===== src/rtl/mkfm_pkg.sv =====
// Package for the multi-keyword first-match unit.
// Holds default sizes, field widths, status codes, function codes, the controller interface and case folding.
// Has no dependencies.
package mkfm_pkg;

   localparam int KEYWORD_SLOTS_DEF   = 32;
   localparam int KEYWORD_MAX_LEN_DEF = 32;
   localparam int TEXT_MAX_LEN_DEF    = 1024;

   localparam int CHAR_W   = 8;
   localparam int STATUS_W = 3;
   localparam int POS_W    = 10;
   localparam int IDX_W    = 5;
   localparam int REQ_W    = 16;
   localparam int RSP_W    = 24;

   localparam logic [STATUS_W-1:0] ST_OK        = 3'd0;
   localparam logic [STATUS_W-1:0] ST_EMPTY     = 3'd1;
   localparam logic [STATUS_W-1:0] ST_FULL      = 3'd2;
   localparam logic [STATUS_W-1:0] ST_KW_LONG   = 3'd3;
   localparam logic [STATUS_W-1:0] ST_TEXT_LONG = 3'd4;

   localparam logic FUNC_KEYWORD = 1'b0;
   localparam logic FUNC_TEXT    = 1'b1;

   typedef struct packed {
      logic accept;
      logic init;
      logic next_pos;
      logic first_kw;
      logic next_kw;
      logic first_chr;
      logic read;
      logic next_chr;
      logic hit;
      logic emit;
   } cmd_type;

   typedef struct packed {
      logic out_free;
      logic text_go;
      logic pos_end;
      logic kw_end;
      logic fits;
      logic chr_eq;
      logic chr_last;
   } stat_type;

   function automatic logic [CHAR_W-1:0] fold(input logic [CHAR_W-1:0] c);
      logic [CHAR_W-1:0] r;
      r = c;
      if (c >= 8'h41 && c <= 8'h5A) begin
         r = c + 8'h20;
      end
      return r;
   endfunction

endpackage


===== src/rtl/mkfm_ctrl.sv =====
// Controller of the multi-keyword first-match unit: input handshake and search sequencing.
// Depends on mkfm_pkg.
module mkfm_ctrl (
   input  logic                clock,
   input  logic                reset,
   input  logic                req_tvalid,
   output logic                req_tready,
   input  mkfm_pkg::stat_type  stat,
   output mkfm_pkg::cmd_type   cmd
);

   typedef enum logic [5:0] {
      S_IDLE = 6'b000001,
      S_POS  = 6'b000010,
      S_KW   = 6'b000100,
      S_READ = 6'b001000,
      S_CMP  = 6'b010000,
      S_EMIT = 6'b100000
   } state_type;

   state_type state_ff, state_in;

   always_ff @(posedge clock) begin
      if (reset) begin
         state_ff <= S_IDLE;
      end else begin
         state_ff <= state_in;
      end
   end

   always_comb begin
      state_in   = state_ff;
      cmd        = '0;
      req_tready = 1'b0;
      case (state_ff)
         S_IDLE: begin
            req_tready = stat.out_free;
            cmd.accept = req_tvalid && stat.out_free;
            if (cmd.accept && stat.text_go) begin
               cmd.init = 1'b1;
               state_in = S_POS;
            end
         end
         S_POS: begin
            if (stat.pos_end) begin
               state_in = S_EMIT;
            end else begin
               cmd.first_kw = 1'b1;
               state_in     = S_KW;
            end
         end
         S_KW: begin
            if (stat.kw_end) begin
               cmd.next_pos = 1'b1;
               state_in     = S_POS;
            end else if (!stat.fits) begin
               cmd.next_kw = 1'b1;
            end else begin
               cmd.first_chr = 1'b1;
               state_in      = S_READ;
            end
         end
         S_READ: begin
            cmd.read = 1'b1;
            state_in = S_CMP;
         end
         S_CMP: begin
            if (!stat.chr_eq) begin
               cmd.next_kw = 1'b1;
               state_in    = S_KW;
            end else if (stat.chr_last) begin
               cmd.hit  = 1'b1;
               state_in = S_EMIT;
            end else begin
               cmd.next_chr = 1'b1;
               state_in     = S_READ;
            end
         end
         S_EMIT: begin
            if (stat.out_free) begin
               cmd.emit = 1'b1;
               state_in = S_IDLE;
            end
         end
         default: begin
            state_in = S_IDLE;
         end
      endcase
   end

endmodule


===== config.mk =====
export PLATFORM = sky130hd
export DESIGN_NAME = mkfm_ctrl
export DESIGN_NICKNAME = d
export VERILOG_FILES = /design/src/rtl/mkfm_pkg.sv /design/src/rtl/mkfm_ctrl.sv
export SDC_FILE = /design/constraint.sdc
export NUM_CORES = 1
export LEC_CHECK = 0
export ABC_AREA = 1
export BUFFER_PORTS_ARGS = -buffer_cell sky130_fd_sc_hd__buf_2
export CORE_AREA = 2 2 39 41
export CTS_CLUSTER_SIZE = 16
export DETAILED_ROUTE_END_ITERATION = 6
export DIE_AREA = 0 0 41 43
export GPL_TIMING_DRIVEN = 0
export MAX_ROUTING_LAYER = met4
export PLACE_DENSITY_LB_ADDON = 0.08
export SLEW_MARGIN = 30
export SYNTH_ARGS = -nofsm -noshare
export SYNTH_HDL_FRONTEND = slang
export SYNTH_SLANG_ARGS = --single-unit

===== constraint.sdc =====
create_clock -name clock -period 1.35 [get_ports clock]
set_input_delay 0.0675 -clock clock [delete_from_list [all_inputs] [get_ports clock]]
set_output_delay 0.0675 -clock clock [all_outputs]
set_load 0.01 [all_outputs]

==> flow_metrics.py <==
metrics = {
    "cells_and_area": {
        "fin_cells": 121,
        "layout-drive-gt1-share_pct": 42.86,
        "largest_reg_flops": 6,
        "layout_common_cells": "20 x buf_2, 16 x nor2_1, 15 x inv_1",
        "syn2layout_area_growth_pct": 38.99,
        "antenna_cells": 0,
        "layout_commonest_cell": "buf_2",
        "fin_util_pct": 49.64,
        "reg_top3": "state_ff: 6 flops",
        "regMostFlops": "state_ff",
        "nNetsFinal": 117,
    },
    "critical_path": {
        "critPathMaxStageDelay_ns": 0.35,
        "critPathKind": "reg2out",
        "worst_setup_path_end_kind": "output port",
        "critPathMaxFanout": 5,
        "critPathSlowestCell": "dfxtp_2",
        "cp.required_ns": 1.28,
        "cp-start-kind": "flop",
        "cp.arrival_ns": 1.26,
        "path_cells": "nor2_4, buf_4, nand3_2, nor2_1, buf_2",
    },
    "sta": {
        "fmax_mhz": 753.5,
        "period_share_pct": 98.31,
        "tightest_slew_ns": 0.2026,
        "drv_slew": 0,
        "relSlewSlack_pct": 86.37,
        "setup_viol": 0,
        "hold_violations": 0,
        "skew_ns": 0.004269,
        "period_minus_slack_ns": 1.327,
        "setup_tns_ns": 0,
        "rsz0062_at_grt": "true",
        "holdWs_ns": 0.05658,
    },
    "power": {
        "ir_worst_vdd_mv": 0.5251,
        "leakage_nw": 0.4095,
        "powerDensity_mw_per_mm2": 970.1,
        "cell_internal_pwr_mw": 0.4099,
        "p_sw_mw": 0.2564,
        "seqPwrFrac_pct": 33.3,
        "power.share.switching_pct": 38.48,
        "clkPwrFrac_pct": 24.6,
        "power_mw": 0.6664,
        "combPwrFrac_pct": 42.1,
    },
    "detailed_routing": {
        "drt_wl_total_mm": 1.167,
        "drc": 0,
        "ant_nets": 0,
        "routed_via_density": 4.545,
        "wl_per_cell_um": 9.645,
        "drtIter0Drc": 1,
        "drt-pass1-iter-count": 3,
        "vias": 550,
    },
    "die": {
        "dieArea_sq_mm": 0.001763,
        "row_count": 14,
        "core_sq_mm": 0.001384,
        "die_x_um": 41,
        "initial_core_util_pct": 35.71,
        "io_pins": 21,
        "die_h_um": 43,
    },
    "cts": {
        "numCtsBuffers": 3,
        "clk_path_buf_depth": 2,
        "h-tree-depth": 1,
        "cts-root-buf": "clkbuf_4",
        "clk_latency_ns": 0.24,
        "cts.reportedPaths.clkPinSlew_ns": 0.05,
        "tritoncts": "yes",
        "numClockSinks": 6,
    },
    "global_routing": {
        "antenna_found_initial": 0,
        "grt_max_degree": 9,
        "grt_use_total_pct": 15.89,
        "grt-ovfl-total": 0,
        "grt_pass1_vias": 430,
        "grt_first_pass_wirelength_mm": 1.814,
    },
    "place": {
        "gp_congestion": 0.7705,
        "numPortBuffers": 20,
        "dp_hpwl_um": 955.5,
        "dp.cells": 114,
    },
    "outcome": {
        "outcome": "finished, final reports clean",
    },
    "logic_synthesis": {
        "syn_avg_cell_area_sq_um": 6.336,
        "ys_ff_latch": 6,
        "netlist_area_sq_um": 494.2,
        "synth.net_count": 88,
        "seq_area_frac_synth_pct": 24.30,
        "synthDistinctLibCells": 16,
        "yosys_warnings": 0,
        "synthCells": 78,
    },
    "job": {
        "drv_cap": 0,
    },
    "worst_hold_path": {
        "hp-class": "in2reg",
    },
}
## worst paths after layout
check	start	slack (ns)	cells past startpoint	endpoint
worst min register to register	state_ff[3]	0.60	2	state_ff[4]
worst min-delay path	reset	0.06	2	state_ff[3]
worst max register to register	state_ff[0]	0.14	7	state_ff[0]
worst max-delay path	state_ff[3]	0.02	5	cmd[6]
## cell usage after synthesis
| library cell | instances | area [sq um] |
|---|---|---|
| inv_1 | 16 | 60.06 |
| nor2_1 | 16 | 60.06 |
| nand2_1 | 11 | 41.29 |
| nand3_1 | 9 | 45.04 |
| dfxtp_1 | 6 | 120.1 |
| nand4_1 | 5 | 31.28 |
| nor2_4 | 5 | 56.30 |
| nand3_2 | 2 | 20.02 |
| nand2_2 | 1 | 6.260 |
| nand3b_1 | 1 | 7.510 |
| nor3_1 | 1 | 5.000 |
| nor3_2 | 1 | 10.01 |
| nor3b_2 | 1 | 12.51 |
| nor4_1 | 1 | 6.260 |
| o21a_1 | 1 | 7.510 |
| o21ai_1 | 1 | 5.000 |
## worst max-delay path, delay by kind of cell (launching register included)
family	cells	cell delay [ns]
and+or+nand+nor	3	0.38
DFF	1	0.35
buffers and inverters	2	0.28
## stage by stage
stage,setup WS (ns),area (sq um)
3_3_place_gp,0.1199,614.3
6_report,0.02282,686.9
2_1_floorplan,0.3134,494.2
3_5_place_dp,0.1263,614.3
5_1_grt,-0.05389,686.9
4_1_cts,-0.01770,638.1
## cell families after synthesis
family | after synthesis | synth area share [%]
AND/OR/NAND/NOR | 54 | 61.01
buffers and inverters | 16 | 12.15
flip-flops | 6 | 24.30
AO/OA/AOI/OAI | 2 | 2.531
## per-layer routing
layer	vias up	global-route usage, %	share of wire [%]
met5	-	-	0
met3	0	4.712	5.5
met2	12	21.88	47
li1	309	-	-
met1	229	22.40	47
met4	0	4.000	0
## repair_timing
action                                  4_1_cts  5_1_grt
hold buffers                                  0        0
gates cloned                                  0        0
endpoints found under the hold margin         0        0
gates resized for setup                       1        7
endpoints found under the setup margin        6       11
buffers inserted                              0        4
pin swaps                                     2        8
## power by group through the flow
| stage | sequential [mW] | combinational (mW) | clock (mW) |
|---|---|---|---|
| floorplan | 0.221 | 0.191 | 0 |
| global placement | 0.223 | 0.263 | 0 |
| detailed placement | 0.223 | 0.258 | 0 |
| CTS | 0.220 | 0.257 | 0.172 |
| global route | 0.225 | 0.316 | 0.181 |
| finish | 0.222 | 0.281 | 0.164 |
## area by class of cell
cell class | instances | area [sq um]
Clock buffer | 3 | 22.52
Fill cell | 149 | 696.9
Inverter | 16 | 60.06
Multi-Input combinational cell | 56 | 329.1
Sequential cell | 6 | 125.1
Tap cell | 16 | 20.02
Timing Repair Buffer | 24 | 130.1
No activity file was read; power rests on OpenSTA's default activity.
